File: config.mk
export PLATFORM = sky130hd
export DESIGN_NAME = handheld_io_register_file_unit
export DESIGN_NICKNAME = d
export VERILOG_FILES = /design/src/hw/rtl/hhio_pkg.sv /design/src/hw/rtl/hhio_ram.sv /design/src/hw/rtl/handheld_io_register_file_unit.sv
export SDC_FILE = /design/constraint.sdc
export NUM_CORES = 2
export LEC_CHECK = 0
export BUFFER_PORTS_ARGS = -buffer_cell sky130_fd_sc_hd__buf_2
export CORE_ASPECT_RATIO = 0.5
export CORE_MARGIN = 2
export CORE_UTILIZATION = 62
export DETAILED_ROUTE_END_ITERATION = 16
export HOLD_SLACK_MARGIN = 0.02
export MAX_ROUTING_LAYER = met4
export PLACE_DENSITY = 0.84
export SYNTH_ARGS = -nofsm -noshare
export SYNTH_HDL_FRONTEND = slang
export SYNTH_HIERARCHICAL = 1
export SYNTH_SLANG_ARGS = --single-unit
export TNS_END_PERCENT = 20
File: constraint.sdc
create_clock -name clk -period 10.79 [get_ports clk]
set_input_delay 1.079 -clock clk [delete_from_list [all_inputs] [get_ports clk]]
set_output_delay 1.079 -clock clk [all_outputs]
set_load 0.02 [all_outputs]
File: src/hw/rtl/hhio_pkg.sv
package hhio_pkg;

  localparam logic [6:0] R_JOYP  = 7'h00;
  localparam logic [6:0] R_DIV   = 7'h04;
  localparam logic [6:0] R_NR10  = 7'h10;
  localparam logic [6:0] R_NR52  = 7'h26;
  localparam logic [6:0] R_LCDC  = 7'h40;
  localparam logic [6:0] R_DMA   = 7'h46;
  localparam logic [6:0] R_KEY1  = 7'h4D;
  localparam logic [6:0] R_VBK   = 7'h4F;
  localparam logic [6:0] R_HDMA1 = 7'h51;
  localparam logic [6:0] R_HDMA2 = 7'h52;
  localparam logic [6:0] R_HDMA3 = 7'h53;
  localparam logic [6:0] R_HDMA4 = 7'h54;
  localparam logic [6:0] R_HDMA5 = 7'h55;
  localparam logic [6:0] R_RP    = 7'h56;
  localparam logic [6:0] R_BGPI  = 7'h68;
  localparam logic [6:0] R_BGPD  = 7'h69;
  localparam logic [6:0] R_OBPI  = 7'h6A;
  localparam logic [6:0] R_OBPD  = 7'h6B;
  localparam logic [6:0] R_SVBK  = 7'h70;

  localparam logic KIND_READ  = 1'b0;
  localparam logic KIND_WRITE = 1'b1;

  localparam logic [1:0] HEV_NONE   = 2'd0;
  localparam logic [1:0] HEV_GDMA   = 2'd1;
  localparam logic [1:0] HEV_HBLANK = 2'd2;
  localparam logic [1:0] HEV_CANCEL = 2'd3;

  localparam logic [1:0] LCD_NONE = 2'd0;
  localparam logic [1:0] LCD_ON   = 2'd1;
  localparam logic [1:0] LCD_OFF  = 2'd2;

  localparam logic [0:0] CFG_COLOUR_MODE = 1'b0;

  typedef struct packed {
    logic       kind;
    logic [6:0] offset;
    logic [7:0] write_data;
    logic       override;
    logic [3:0] buttons;
    logic [3:0] dpad;
    logic [3:0] channel_on;
    logic       sound_off;
    logic       hdma_busy;
  } req_t;

  typedef struct packed {
    logic [7:0]  read_data;
    logic        dma_start;
    logic [15:0] dma_source;
    logic [1:0]  hdma_event;
    logic [15:0] hdma_source;
    logic [15:0] hdma_dest;
    logic [11:0] hdma_length;
    logic [2:0]  work_bank;
    logic        video_bank;
    logic        div_reset;
    logic [1:0]  lcd_control;
    logic        sound_write;
  } rsp_t;

  function automatic logic [7:0] rd_mask(input logic [6:0] a);
    logic [7:0] m;
    m = 8'h00;
    unique case (a)
      7'h00: m = 8'h3F; 7'h01: m = 8'hFF; 7'h02: m = 8'h83; 7'h04: m = 8'hFF;
      7'h05: m = 8'hFF; 7'h06: m = 8'hFF; 7'h07: m = 8'h07; 7'h0F: m = 8'h1F;
      7'h10: m = 8'h7F; 7'h11: m = 8'hC0; 7'h12: m = 8'hFF; 7'h14: m = 8'h40;
      7'h16: m = 8'hC0; 7'h17: m = 8'hFF; 7'h19: m = 8'h40; 7'h1A: m = 8'h80;
      7'h1C: m = 8'h60; 7'h1E: m = 8'h40; 7'h21: m = 8'hFF; 7'h22: m = 8'hFF;
      7'h23: m = 8'h40; 7'h24: m = 8'hFF; 7'h25: m = 8'hFF; 7'h26: m = 8'h8F;
      7'h41: m = 8'h7F; 7'h4D: m = 8'h81; 7'h4F: m = 8'h01;
      7'h51, 7'h52, 7'h53, 7'h54, 7'h55: m = 8'hFF;
      7'h56: m = 8'hC3;
      7'h68, 7'h69, 7'h6A, 7'h6B: m = 8'hFF;
      7'h70: m = 8'h07;
      default: begin
        if (a >= 7'h30 && a <= 7'h4B && a != 7'h41) m = 8'hFF;
      end
    endcase
    return m;
  endfunction

  function automatic logic [7:0] wr_mask(input logic [6:0] a);
    logic [7:0] m;
    m = 8'h00;
    unique case (a)
      7'h00: m = 8'h30; 7'h01: m = 8'hFF; 7'h02: m = 8'h83; 7'h04: m = 8'hFF;
      7'h05: m = 8'hFF; 7'h06: m = 8'hFF; 7'h07: m = 8'h07; 7'h0F: m = 8'h1F;
      7'h10: m = 8'h7F; 7'h11: m = 8'hFF; 7'h12: m = 8'hFF; 7'h13: m = 8'hFF;
      7'h14: m = 8'hC7; 7'h16: m = 8'hFF; 7'h17: m = 8'hFF; 7'h18: m = 8'hFF;
      7'h19: m = 8'hC7; 7'h1A: m = 8'h80; 7'h1B: m = 8'hFF; 7'h1C: m = 8'h60;
      7'h1D: m = 8'hFF; 7'h1E: m = 8'hC7; 7'h20: m = 8'h3F; 7'h21: m = 8'hFF;
      7'h22: m = 8'hFF; 7'h23: m = 8'hC0; 7'h24: m = 8'hFF; 7'h25: m = 8'hFF;
      7'h26: m = 8'h80; 7'h41: m = 8'h78; 7'h44: m = 8'h00; 7'h4D: m = 8'h01;
      7'h4F: m = 8'h01; 7'h51: m = 8'hFF; 7'h52: m = 8'hF0; 7'h53: m = 8'h1F;
      7'h54: m = 8'hF0; 7'h55: m = 8'hFF; 7'h56: m = 8'hC2;
      7'h68, 7'h69, 7'h6A, 7'h6B: m = 8'hFF;
      7'h70: m = 8'h07;
      default: begin
        if (a >= 7'h30 && a <= 7'h4B) m = 8'hFF;
      end
    endcase
    return m;
  endfunction

  function automatic logic colour_only(input logic [6:0] a);
    return a == R_KEY1 || a == R_VBK || (a >= R_HDMA1 && a <= R_RP) ||
           (a >= R_BGPI && a <= R_OBPD) || a == R_SVBK;
  endfunction

endpackage

File: src/hw/rtl/hhio_ram.sv
module hhio_ram #(
  parameter int DEPTH = 128,
  parameter int AW    = 7
) (
  input  logic          clk,
  input  logic          we,
  input  logic [AW-1:0] waddr,
  input  logic [7:0]    wdata,
  input  logic [AW-1:0] raddr,
  output logic [7:0]    rdata
);
  logic [7:0] mem [DEPTH];

  always_ff @(posedge clk) begin
    if (we) mem[waddr] <= wdata;
    rdata <= mem[raddr];
  end
endmodule

File: src/hw/rtl/handheld_io_register_file_unit.sv
// Register file of a colour handheld's I/O page (0xFF00-0xFF7F) plus the
// background and object palette stores.
// Slave stream: one bus request per item (kind, offset, write data, raw
// override, live keys, sound flags, block-transfer busy). Master stream:
// one result per request (read byte plus event and bank outputs).
// Every request runs three phases: read the memories (registered RAM
// output), update and write back, hand the result to the output register.
// The next request enters once the previous result is in the output
// register: the read-modify-write through the register RAM is done before
// a new request is taken. A waiting result does not stop the next request
// from being read and computed; it holds only the write-back.
// Registers that are side outputs (bank selects, block-transfer addresses,
// palette indexes) are shadowed in flip-flops so one RAM read suffices.
// Reset: a clearing pass zeroes the register RAM and the shared palette
// RAM; no request is taken meanwhile, configuration is.
// Colour mode resets to 1. A stalled master holds the result and its payload.
module handheld_io_register_file_unit #(
  parameter int REG_COUNT     = 128,
  parameter int PALETTE_BYTES = 64
) (
  input  logic        clk,
  input  logic        rst,
  input  logic        s_tvalid,
  output logic        s_tready,
  // kind, offset, write_data, override, buttons, dpad, channel_on,
  // sound_off, hdma_busy, zero pad (low to high)
  input  logic [31:0] s_tdata,
  output logic        m_tvalid,
  input  logic        m_tready,
  // read_data, dma_start, dma_source, hdma_event, hdma_source, hdma_dest,
  // hdma_length, work_bank, video_bank, div_reset, lcd_control, sound_write,
  // zero pad (low to high)
  output logic [79:0] m_tdata,
  input  logic        psel,
  input  logic        penable,
  input  logic        pwrite,
  input  logic [2:0]  paddr,
  input  logic [31:0] pwdata,
  output logic [31:0] prdata,
  output logic        pready
);
  localparam int RAW = $clog2(REG_COUNT);
  localparam int PAW = $clog2(PALETTE_BYTES);

  typedef enum logic [3:0] {
    ST_CLEAR = 4'b0001,
    ST_IDLE  = 4'b0010,
    ST_READ  = 4'b0100,
    ST_WRITE = 4'b1000
  } state_t;

  state_t           state;
  logic [RAW:0]     clr_cnt;
  logic             colour_mode;
  hhio_pkg::req_t   req;
  hhio_pkg::rsp_t   rsp, rsp_next;
  logic [7:0]       svbk, vbk, hdma1, hdma2, hdma3, hdma4, bgpi, obpi;

  logic             reg_we, pal_we;
  logic [RAW-1:0]   reg_waddr;
  logic [7:0]       reg_wdata, pal_wdata, reg_rdata, pal_rdata;
  logic [PAW:0]     pal_waddr, pal_raddr;

  assign pready = 1'b1;
  assign prdata = {31'd0, colour_mode};

  always_ff @(posedge clk) begin
    if (rst) colour_mode <= 1'b1;
    else if (psel && penable && pwrite && paddr[2] == hhio_pkg::CFG_COLOUR_MODE &&
             paddr[1:0] == 2'b00)
      colour_mode <= pwdata[0];
  end

  assign s_tready = (state == ST_IDLE);

  // background palette in the lower half, object palette in the upper half
  assign pal_raddr = (req.offset == hhio_pkg::R_OBPD) ? {1'b1, obpi[PAW-1:0]}
                                                      : {1'b0, bgpi[PAW-1:0]};

  hhio_ram #(.DEPTH(REG_COUNT), .AW(RAW)) u_regs (
    .clk(clk), .we(reg_we), .waddr(reg_waddr), .wdata(reg_wdata),
    .raddr(req.offset[RAW-1:0]), .rdata(reg_rdata));
  hhio_ram #(.DEPTH(2 * PALETTE_BYTES), .AW(PAW + 1)) u_pal (
    .clk(clk), .we(pal_we), .waddr(pal_waddr), .wdata(pal_wdata),
    .raddr(pal_raddr), .rdata(pal_rdata));

  // update logic, valid in ST_WRITE
  logic       blocked, do_store, pal_inc;
  logic [7:0] store_val, m, merged, rv, idx, idx_inc;
  logic [3:0] pressed;
  logic       wr;
  logic [6:0] a;

  always_comb begin
    wr = req.kind == hhio_pkg::KIND_WRITE;
    a = req.offset;
    blocked = !colour_mode && hhio_pkg::colour_only(a);
    m = hhio_pkg::wr_mask(a);
    merged = (reg_rdata & ~m) | (req.write_data & m);
    do_store = 1'b0;
    store_val = merged;
    pal_inc = 1'b0;
    idx = (a == hhio_pkg::R_BGPD) ? bgpi : obpi;
    idx_inc = idx + 8'd1;
    if (idx_inc[6:0] == 7'h40) idx_inc = 8'h80;
    rsp_next = '0;
    pressed = 4'd0;
    rv = reg_rdata;

    if (!wr) begin
      if (blocked) rsp_next.read_data = 8'hFF;
      else if (req.override) rsp_next.read_data = reg_rdata;
      else if (a == hhio_pkg::R_JOYP) begin
        if (!reg_rdata[5]) pressed = pressed | req.buttons;
        if (!reg_rdata[4]) pressed = pressed | req.dpad;
        rsp_next.read_data = {2'b11, reg_rdata[5:4], ~pressed};
      end else begin
        if (a == hhio_pkg::R_NR52) rv = {reg_rdata[7:4], req.channel_on};
        else if (a == hhio_pkg::R_BGPD || a == hhio_pkg::R_OBPD) rv = pal_rdata;
        rsp_next.read_data = rv | ~hhio_pkg::rd_mask(a);
      end
    end else if (blocked) begin
      do_store = 1'b0;
    end else if (req.override) begin
      do_store = 1'b1;
      store_val = req.write_data;
    end else if (a >= hhio_pkg::R_NR10 && a <= hhio_pkg::R_NR52) begin
      if (a == hhio_pkg::R_NR52 || !req.sound_off) begin
        do_store = 1'b1;
        rsp_next.sound_write = 1'b1;
      end
    end else if (a == hhio_pkg::R_DIV) begin
      do_store = 1'b1;
      store_val = 8'h00;
      rsp_next.div_reset = 1'b1;
    end else if (a == hhio_pkg::R_LCDC) begin
      do_store = 1'b1;
      rsp_next.lcd_control = req.write_data[7] ? hhio_pkg::LCD_ON : hhio_pkg::LCD_OFF;
    end else if (a == hhio_pkg::R_DMA) begin
      do_store = 1'b1;
      rsp_next.dma_start = 1'b1;
      rsp_next.dma_source = {req.write_data, 8'h00};
    end else if (a == hhio_pkg::R_HDMA1) begin
      do_store = req.write_data < 8'h80 ||
                 (req.write_data >= 8'hA0 && req.write_data < 8'hE0);
      store_val = req.write_data;
    end else if (a == hhio_pkg::R_HDMA5) begin
      do_store = 1'b1;
      if (!req.write_data[7] && req.hdma_busy) begin
        store_val = reg_rdata | 8'h80;
        rsp_next.hdma_event = hhio_pkg::HEV_CANCEL;
      end else begin
        store_val = req.write_data;
        rsp_next.hdma_source = {hdma1, hdma2};
        rsp_next.hdma_dest = {hdma3 | 8'h80, hdma4};
        rsp_next.hdma_length = {1'b0, req.write_data[6:0], 4'h0} + 12'h010;
        rsp_next.hdma_event = req.write_data[7] ? hhio_pkg::HEV_HBLANK
                                                : hhio_pkg::HEV_GDMA;
      end
    end else if (a == hhio_pkg::R_RP) begin
      do_store = 1'b0;
    end else if (a == hhio_pkg::R_BGPD || a == hhio_pkg::R_OBPD) begin
      pal_inc = idx[7];
    end else if (a == hhio_pkg::R_SVBK) begin
      do_store = 1'b1;
      store_val = (req.write_data[2:0] == 3'd0) ? 8'h01 : {5'd0, req.write_data[2:0]};
    end else begin
      do_store = 1'b1;
    end

    // bank outputs reflect state after this request
    rsp_next.work_bank = (do_store && a == hhio_pkg::R_SVBK) ? store_val[2:0] : svbk[2:0];
    if (rsp_next.work_bank == 3'd0) rsp_next.work_bank = 3'd1;
    rsp_next.video_bank = (do_store && a == hhio_pkg::R_VBK) ? store_val[0] : vbk[0];
  end

  logic busy_out;
  assign busy_out = m_tvalid && !m_tready;
  logic commit;
  assign commit = (state == ST_WRITE) && !busy_out;

  always_comb begin
    reg_we = 1'b0;
    reg_waddr = a[RAW-1:0];
    reg_wdata = store_val;
    pal_we = 1'b0;
    pal_waddr = {a == hhio_pkg::R_OBPD, idx[PAW-1:0]};
    pal_wdata = req.write_data;
    if (state == ST_CLEAR) begin
      reg_we = 1'b1;
      reg_waddr = clr_cnt[RAW-1:0];
      reg_wdata = 8'h00;
      pal_we = 1'b1;
      pal_waddr = clr_cnt[PAW:0];
      pal_wdata = 8'h00;
    end else if (commit && wr && !blocked && !req.override &&
                 (a == hhio_pkg::R_BGPD || a == hhio_pkg::R_OBPD)) begin
      pal_we = 1'b1;
      reg_we = pal_inc;
      reg_waddr = (a == hhio_pkg::R_BGPD) ? hhio_pkg::R_BGPI[RAW-1:0]
                                          : hhio_pkg::R_OBPI[RAW-1:0];
      reg_wdata = idx_inc;
    end else if (commit && wr) begin
      reg_we = do_store;
    end
  end

  always_ff @(posedge clk) begin
    if (rst) begin
      state <= ST_CLEAR;
      clr_cnt <= '0;
      m_tvalid <= 1'b0;
      svbk <= 8'h00; vbk <= 8'h00; hdma1 <= 8'h00; hdma2 <= 8'h00;
      hdma3 <= 8'h00; hdma4 <= 8'h00; bgpi <= 8'h00; obpi <= 8'h00;
    end else begin
      if (commit) m_tvalid <= 1'b1;
      else if (m_tready) m_tvalid <= 1'b0;
      if (reg_we && state != ST_CLEAR) begin
        unique case (reg_waddr)
          hhio_pkg::R_SVBK[RAW-1:0]:  svbk <= reg_wdata;
          hhio_pkg::R_VBK[RAW-1:0]:   vbk <= reg_wdata;
          hhio_pkg::R_HDMA1[RAW-1:0]: hdma1 <= reg_wdata;
          hhio_pkg::R_HDMA2[RAW-1:0]: hdma2 <= reg_wdata;
          hhio_pkg::R_HDMA3[RAW-1:0]: hdma3 <= reg_wdata;
          hhio_pkg::R_HDMA4[RAW-1:0]: hdma4 <= reg_wdata;
          hhio_pkg::R_BGPI[RAW-1:0]:  bgpi <= reg_wdata;
          hhio_pkg::R_OBPI[RAW-1:0]:  obpi <= reg_wdata;
          default: ;
        endcase
      end
      unique case (state)
        ST_CLEAR: begin
          clr_cnt <= clr_cnt + 1'b1;
          if (clr_cnt == (RAW+1)'(REG_COUNT - 1)) state <= ST_IDLE;
        end
        ST_IDLE: if (s_tvalid) state <= ST_READ;
        ST_READ: state <= ST_WRITE;
        ST_WRITE: begin
          if (!busy_out) state <= ST_IDLE;
        end
        default: state <= ST_IDLE;
      endcase
    end
  end

  always_ff @(posedge clk) begin
    if (s_tvalid && s_tready) req <= {s_tdata[0], s_tdata[7:1], s_tdata[15:8],
      s_tdata[16], s_tdata[20:17], s_tdata[24:21], s_tdata[28:25], s_tdata[29],
      s_tdata[30]};
    if (commit) rsp <= rsp_next;
  end

  assign m_tdata = {1'b0, rsp.sound_write, rsp.lcd_control, rsp.div_reset, rsp.video_bank,
                    rsp.work_bank, rsp.hdma_length, rsp.hdma_dest, rsp.hdma_source,
                    rsp.hdma_event, rsp.dma_source, rsp.dma_start, rsp.read_data};
endmodule
# Word level (Yosys, flattened, before mapping)
# Memory sizes are Yosys's and may differ from the RTL's. A register that Yosys moved wholly into a read port is not among the register bits.
# Cells that the tools add are included.
word_totals:
  ff_bits: 175
  latchBits: 0
  ram_bits: 2048
  mem_bits_ro: 0
  input_bits: 74
  out_inout_bits: 115
  word_cells: 294
  n_memories: 2
op_classes:
  n_addsub: 3
  mul: 0
  n_div: 0
  order_cmp: 11
  n_eq_ne: 64
  n_shift: 0
  n_mux: 97
  bitwise_logic: 14
  reduce_logical: 68
memory_table:
  columns: ["name", "words", "word_bits", "rd", "rd_clocked_by_memory_dff", "write_ports", "line_no", "source"]
  rows:
  - ["u_pal.mem", 128, 8, 1, 1, 1, "hhio_ram.sv:12", "logic [7:0] mem [DEPTH];"]
  - ["u_regs.mem", 128, 8, 1, 1, 1, "hhio_ram.sv:12", null]
ops:
  columns: ["operator", "count"]
  rows:
  - ["2-to-1 mux 8 bit", 33]
  - ["== test 7 bit (second input constant)", 26]
  - ["one-hot mux 8 bit (16 select lines)", 1]
  - ["one-hot mux 8 bit (13 select lines)", 1]
  - ["== test 7 x 5 -> 1 bit (second input constant)", 14]
  - ["2-to-1 mux 4 bit", 13]
  - ["== test 7 x 6 -> 1 bit (second input constant)", 7]
  - ["2-to-1 mux 1 bit", 36]
  - ["== test 7 x 3 -> 1 bit (second input constant)", 4]
  - ["2-to-1 mux 28 bit", 1]
  - ["2-to-1 mux 7 bit", 4]
  - ["logical AND 1 bit", 22]
  - ["OR reduction 22 bit", 1]
  - ["<= comparator 7 bit (second input constant)", 3]
  - ["OR reduction 19 bit", 1]
  - ["2-to-1 mux 17 bit", 1]
  - ["adder 8 x 1 -> 8 bit (second input constant)", 2]
  - ["bitwise AND 8 bit", 2]
  - ["less-than comparator 8 bit (second input constant)", 2]
  - ["NOT 8 bit", 2]
  - ["OR 8 bit", 2]
  - ["one-hot mux 4 bit (4 select lines)", 1]
  - ["AND reduction 2 bit", 8]
  - ["greater-or-equal comparator 7 bit (second input constant)", 2]
  - ["other kinds (36)", 68]

# Depth between registers and ports, before layout
logic_depth:
  word_depth: 21
  depth_mapped: 16
  ltp_nobuf: 13

# Hierarchy
# The synthesis kept the hierarchy.
by_module_without_submodules:
  columns: ["mod", "instances", "cells_per_inst", "area_per_inst_um2", "seq_area_each_um2"]
  rows:
  - ["hhio_ram at u_regs", 1, 1635, 39665.5, 30909.6]
  - ["hhio_ram at u_pal", 1, 1632, 39650.5, 30909.6]
  - ["handheld_io_register_file_unit", 1, 976, 9427.8, 4244.1]

# Least setup slack after synthesis
# Ideal clock, no wire load.
synth_timing:
  kind: "input to register"
  startpoint: "input port m_tready"
  endpoint: "memory u_regs.mem[0][2] (data pin)"
  setup_time_ps: 797
  arrival_ps: 8412
  t_required_ps: 9993
  slack_ps: 1581
  stages: 6
  n_path_buf: 0
  cell_sequence: "nand2b_1 -> nor2b_1 -> nand4_1 -> nor3_1 -> a21oi_1 -> nor2_1"
synth_between:
  elab_chain_cells: 10
synth_lines:
  columns: ["element", "line_no", "source"]
  rows:
  - ["start, declared", "handheld_io_register_file_unit.sv:29", "input logic m_tready,"]
  - ["logical NOT 1 bit", "handheld_io_register_file_unit.sv:178", "assign busy_out = m_tvalid && !m_tready;"]
  - ["logical AND 1 bit", "handheld_io_register_file_unit.sv:178", null]
  - ["logical NOT 1 bit", null, null]
  - ["logical AND 1 bit", "handheld_io_register_file_unit.sv:180", "assign commit = (state == ST_WRITE) && !busy_out;"]
  - ["named net commit", "handheld_io_register_file_unit.sv:179", "logic commit;"]
  - ["logical AND 1 bit (4 in series)", "handheld_io_register_file_unit.sv:196", "end else if (commit && wr && !blocked && !req.override &&"]
  - ["2-to-1 mux 8 bit", "handheld_io_register_file_unit.sv:196", null]
  - ["2-to-1 mux 8 bit", "handheld_io_register_file_unit.sv:189", "if (state == ST_CLEAR) begin"]
  - ["named net reg_wdata[2]", "handheld_io_register_file_unit.sv:61", "logic [7:0] reg_wdata, pal_wdata, reg_rdata, pal_rdata;"]
  - ["end, declared", "hhio_ram.sv:12", null]
# The timed path passes the listed nets, and every way through them passes these cells.

# Worst setup path in the final report
layout_timing:
  startpoint: "register req (netlist bit a[2])"
  endpoint: "memory u_regs.mem[45][2] (data pin)"
layout_between:
  elab_chain_cells: 21
  elab_cells_between_ends: 99
  classes_between: "add/sub (1); order compare (8); eq/ne (46); mux (18); bitwise (4); reduce/logical (22)"
layout_lines:
  columns: ["element", "line_no", "source"]
  rows:
  - ["start, declared", "handheld_io_register_file_unit.sv:55", "hhio_pkg::req_t req;"]
  - ["start signal, assigned", "handheld_io_register_file_unit.sv:247", "if (s_tvalid && s_tready) req <= {s_tdata[0], s_tdata[7:1], s_tdata[15:8],"]
  - ["greater-or-equal comparator 7 x 6 -> 1 bit or <= comparator 7 bit (tied branches)", "hhio_pkg.sv:103", "if (a >= 7'h30 && a <= 7'h4B) m = 8'hFF;"]
  - ["logical AND 1 bit", "hhio_pkg.sv:103", null]
  - ["2-to-1 mux 8 bit", "hhio_pkg.sv:103", null]
  - ["one-hot mux 8 bit (16 select lines)", "hhio_pkg.sv:89", "unique case (a)"]
  - ["NOT 8 bit", "handheld_io_register_file_unit.sv:99", "merged = (reg_rdata & ~m) | (req.write_data & m);"]
  - ["bitwise AND 8 bit", "handheld_io_register_file_unit.sv:99", null]
  - ["OR 8 bit", "handheld_io_register_file_unit.sv:99", null]
  - ["2-to-1 mux 8 bit", "handheld_io_register_file_unit.sv:164", "end else if (a == hhio_pkg::R_SVBK) begin"]
  - ["(+6 left out)", null, null]
  - ["2-to-1 mux 8 bit", "handheld_io_register_file_unit.sv:132", "end else if (a == hhio_pkg::R_DIV) begin"]
  - ["2-to-1 mux 8 bit", "handheld_io_register_file_unit.sv:127", "end else if (a >= hhio_pkg::R_NR10 && a <= hhio_pkg::R_NR52) begin"]
  - ["2-to-1 mux 8 bit", "handheld_io_register_file_unit.sv:124", "end else if (req.override) begin"]
  - ["2-to-1 mux 8 bit", "handheld_io_register_file_unit.sv:122", "end else if (blocked) begin"]
  - ["2-to-1 mux 8 bit", "handheld_io_register_file_unit.sv:110", "if (!wr) begin"]
  - ["2-to-1 mux 8 bit *", "handheld_io_register_file_unit.sv:196", null]
  - ["2-to-1 mux 8 bit *", "handheld_io_register_file_unit.sv:189", null]
  - ["named net reg_wdata[2]", "handheld_io_register_file_unit.sv:61", null]
# The timed path passes the listed nets; every way through them passes the cells marked *.

==> results.ini <==
[floorplanning]
io_pins = 189
die-width_um = 539.0
rows = 98
start_util = 0.6228
dieArea_um2 = 146400
core_um2 = 142500
die_y_um = 271.5

[cts]
htree_levels = 4
cts_buffers = 183
clock_latency_ns = 0.83
root_buffer = clkbuf_16
clock-sinks = 2227
cts_buffer_depth = 3
cts_resized = 0
cts_tree = yes
clk_pin_slew_ns = 0.07
post_cts_buffers = 0
cts_hold_buf = 0

[worst_setup_path]
r2r_start = a[2]
r2r_end = u_regs/mem[45][2]
crit_required_ns = 11.24
crit_fanout = 92
end_kind = flop
crit_arrival_ns = 7.21
rrSetupSlack_ns = 4.03
cp-start-kind = flop
crit_type = reg -> reg
ff2ff_path_depth = 11

[drt]
vias = 46890
wl_mm = 234.1
drt_pre_antenna_iters = 9
route.detailed.drc = 0
drtAntennaViolNets = 0
drt_first_iter_violations = 8931
avgRoutedWirePerCell_um = 36.45
routed_via_density = 7.302

[sta]
slew_viol_final = 0
worst_pin_slew_ns = 1.454
fin_crit_sh = 0.6265
slew_headroom = 0.02310
finalClockSkew_ns = 0.03377
rsz0062_at_grt = false
fmax_mhz = 147.9
fin_ws_ns = 4.030
setup_viol = 0
period_minus_slack_ns = 6.760
final-hold-violation-count = 0
fin_tns_setup_ns = 0

[synth]
synthDistinctLibCells = 93
synth_top_area_share = 0.7262
ys_ff_latch = 2227
synth-edff-count = 2146
avgSynthCellArea_um2 = 20.92
syn_inst = 4243
synth_seq_area_share = 0.7444
synth_area_um2 = 88740
yosysWarnings = 6
synth_top_cell_by_area = edfxtp_1
async_flop_share = 0
synth_area_leaders = edfxtp_1 73%, mux4_2 17%, dfxtp_1 1.8%
synthFlopType = edfxtp_1

[final_layout]
layout-drive-gt1-share = 0.2678
syn_to_final_growth_pct = 9.436
final_nets = 4444

[min_path]
hp-start = s_tdata[23]
hold_class = in -> reg
hold_end = req[8]
hold_depth = 1

[grt]
grt_max_degree = 150
antenna_found_initial = 7
grt_pass1_wl_mm = 338.4
grtUsageTotal = 0.3342
grt_pass1_vias = 46610
overflow = 0

[placement]
dp_hpwl_mm = 124.8
gp_congestion = 0.9246
pre_cts_slack_ns = 4.405
port_buffers = 111

[power_and_ir_drop]
p_per_area_nw_per_um2 = 198.8
ir_worst_vdd_uv = 173.8
p_leak_nw = 29.73

[run]
max_cap_viol_count = 0

[run_status]
status = finished, final reports clean

[power breakdown]
group	switching, mW	leakage, nW	internal (mW)
sequential	0.0934	20.1	10.3
clock	3.19	2.95	3.70
combinational	1.65	6.65	0.384
[layer usage]
| metal | vias to the layer above | share of wire | GRT usage |
|---|---|---|---|
| met5 | - | 0 | - |
| met2 | 4197 | 0.50 | 0.5344 |
| met4 | 0 | 0.054 | 0.1463 |
| met1 | 24160 | 0.33 | 0.4249 |
| li1 | 17700 | - | - |
| met3 | 835 | 0.12 | 0.06400 |
[sequential cells by signal, indices dropped and copies added, names as in the netlist]
signal	count
obpi	8
state	4
vbk	1
m_tdata	67
req	23
bgpi	8
svbk	3
hdma2	8
wr	1
u_regs/rdata	8
hdma3	7
u_regs/mem	1024
clr_cnt	8
a	7
m_tvalid	1
u_pal/rdata	8
u_pal/mem	1024
colour_mode	1
hdma1	8
hdma4	8
[final cells by class]
class                      instances  area (um2)
sequential                      2227       66060
fill                            7867       45360
multi-input combinational       1751       21460
clock buffer                     224        4941
tap                             1900        2377
timing repair buffer             181        1119
clock inverter                   110        1061
inverter                          22       85.08
antenna                            6       15.01
[Yosys cell counts, types with 5 or more instances]
cell type,instances
o21ai_1,8
nand4_1,11
clkbuf_1,121
nand2_1,95
o32ai_1,6
mux4_2,672
nor4_1,11
buf_1,37
and2_1,46
o21ai_0,23
dfxtp_1,81
a211oi_1,19
a41oi_1,5
nand3_1,54
a22oi_1,7
nor2b_1,35
edfxtp_1,2146
buf_2,46
mux2i_1,39
and3_1,15
or3_1,9
o31ai_1,5
inv_1,19
nand3b_1,12
buf_4,74
a21oi_1,29
buf_6,8
nor2_1,369
nand2b_1,18
nor3b_1,8
a21o_1,5
a31oi_1,13
xor2_1,10
o41ai_1,5
xnor2_1,14
mux2_2,27
nor3_1,35
[worst max path at each step]
stage,to,depth (start not counted),slack [ns],startpoint
2_1_floorplan,u_regs/mem[0][2],6,1.58,m_tready
3_3_place_gp,u_regs/mem[32][2],11,4.62,a[2]
3_5_place_dp,u_regs/mem[32][2],12,4.41,a[0]
4_1_cts,u_regs/mem[38][2],12,4.22,a[0]
5_1_grt,u_regs/mem[44][2],11,3.71,a[2]
6_report,u_regs/mem[45][2],11,4.03,a[2]
[cells in the final DEF (no fill, tap or decap), types with 45 or more instances in the layout]
cell,synthesis,layout
nand3_1,54,54
buf_4,74,67
conb_1,2,45
nand2_1,95,94
mux4_2,672,672
dfxtp_1,81,81
edfxtp_1,2146,2146
nor2_1,369,363
buf_2,46,111
clkbuf_16,0,189
[logic make-up (layout without fill, tap and decap cells)]
kind of cell               count (synthesis)  after routing  share of synthesized area
buffers and inverters                    308            537                    0.01748
DFF                                     2227           2227                     0.7444
and+or+nand+nor                          762            762                    0.04186
AOI/OAI and AO/OA                        177            177                    0.01472
muxes                                    739            739                     0.1785
other                                      2             51                 0.00008463
xor gates and xnor gates                  24             24                   0.002369
adders and majority gates                  4              4                  0.0005640
[per-stage QoR]
stage	hold WS (ns)	util	cells	cell area, um2	total power [mW]
after floorplan	0.4484	-	4286	88910	11.63
after global placement	0.4665	0.6393	6081	91090	12.28
after detailed placement	0.4729	0.6393	6081	91090	12.44
after CTS	0.4006	0.6814	6415	97090	19.25
after global routing	0.4135	0.6816	6421	97120	19.66
final	0.4307	0.6816	6421	97120	19.31
[worst max-delay path: stages (launching register included)]
cell      delay [ns]
edfxtp_1        0.96
buf_4           0.99
and2_1          0.40
a21boi_0        0.12
o21ai_0         0.38
nor2_1          0.24
or3_1           0.45
mux2i_1         0.16
a21oi_2         0.48
a21oi_1         0.31
nor2_4          0.85
buf_4           0.96
(Power assumes the default switching activity.)
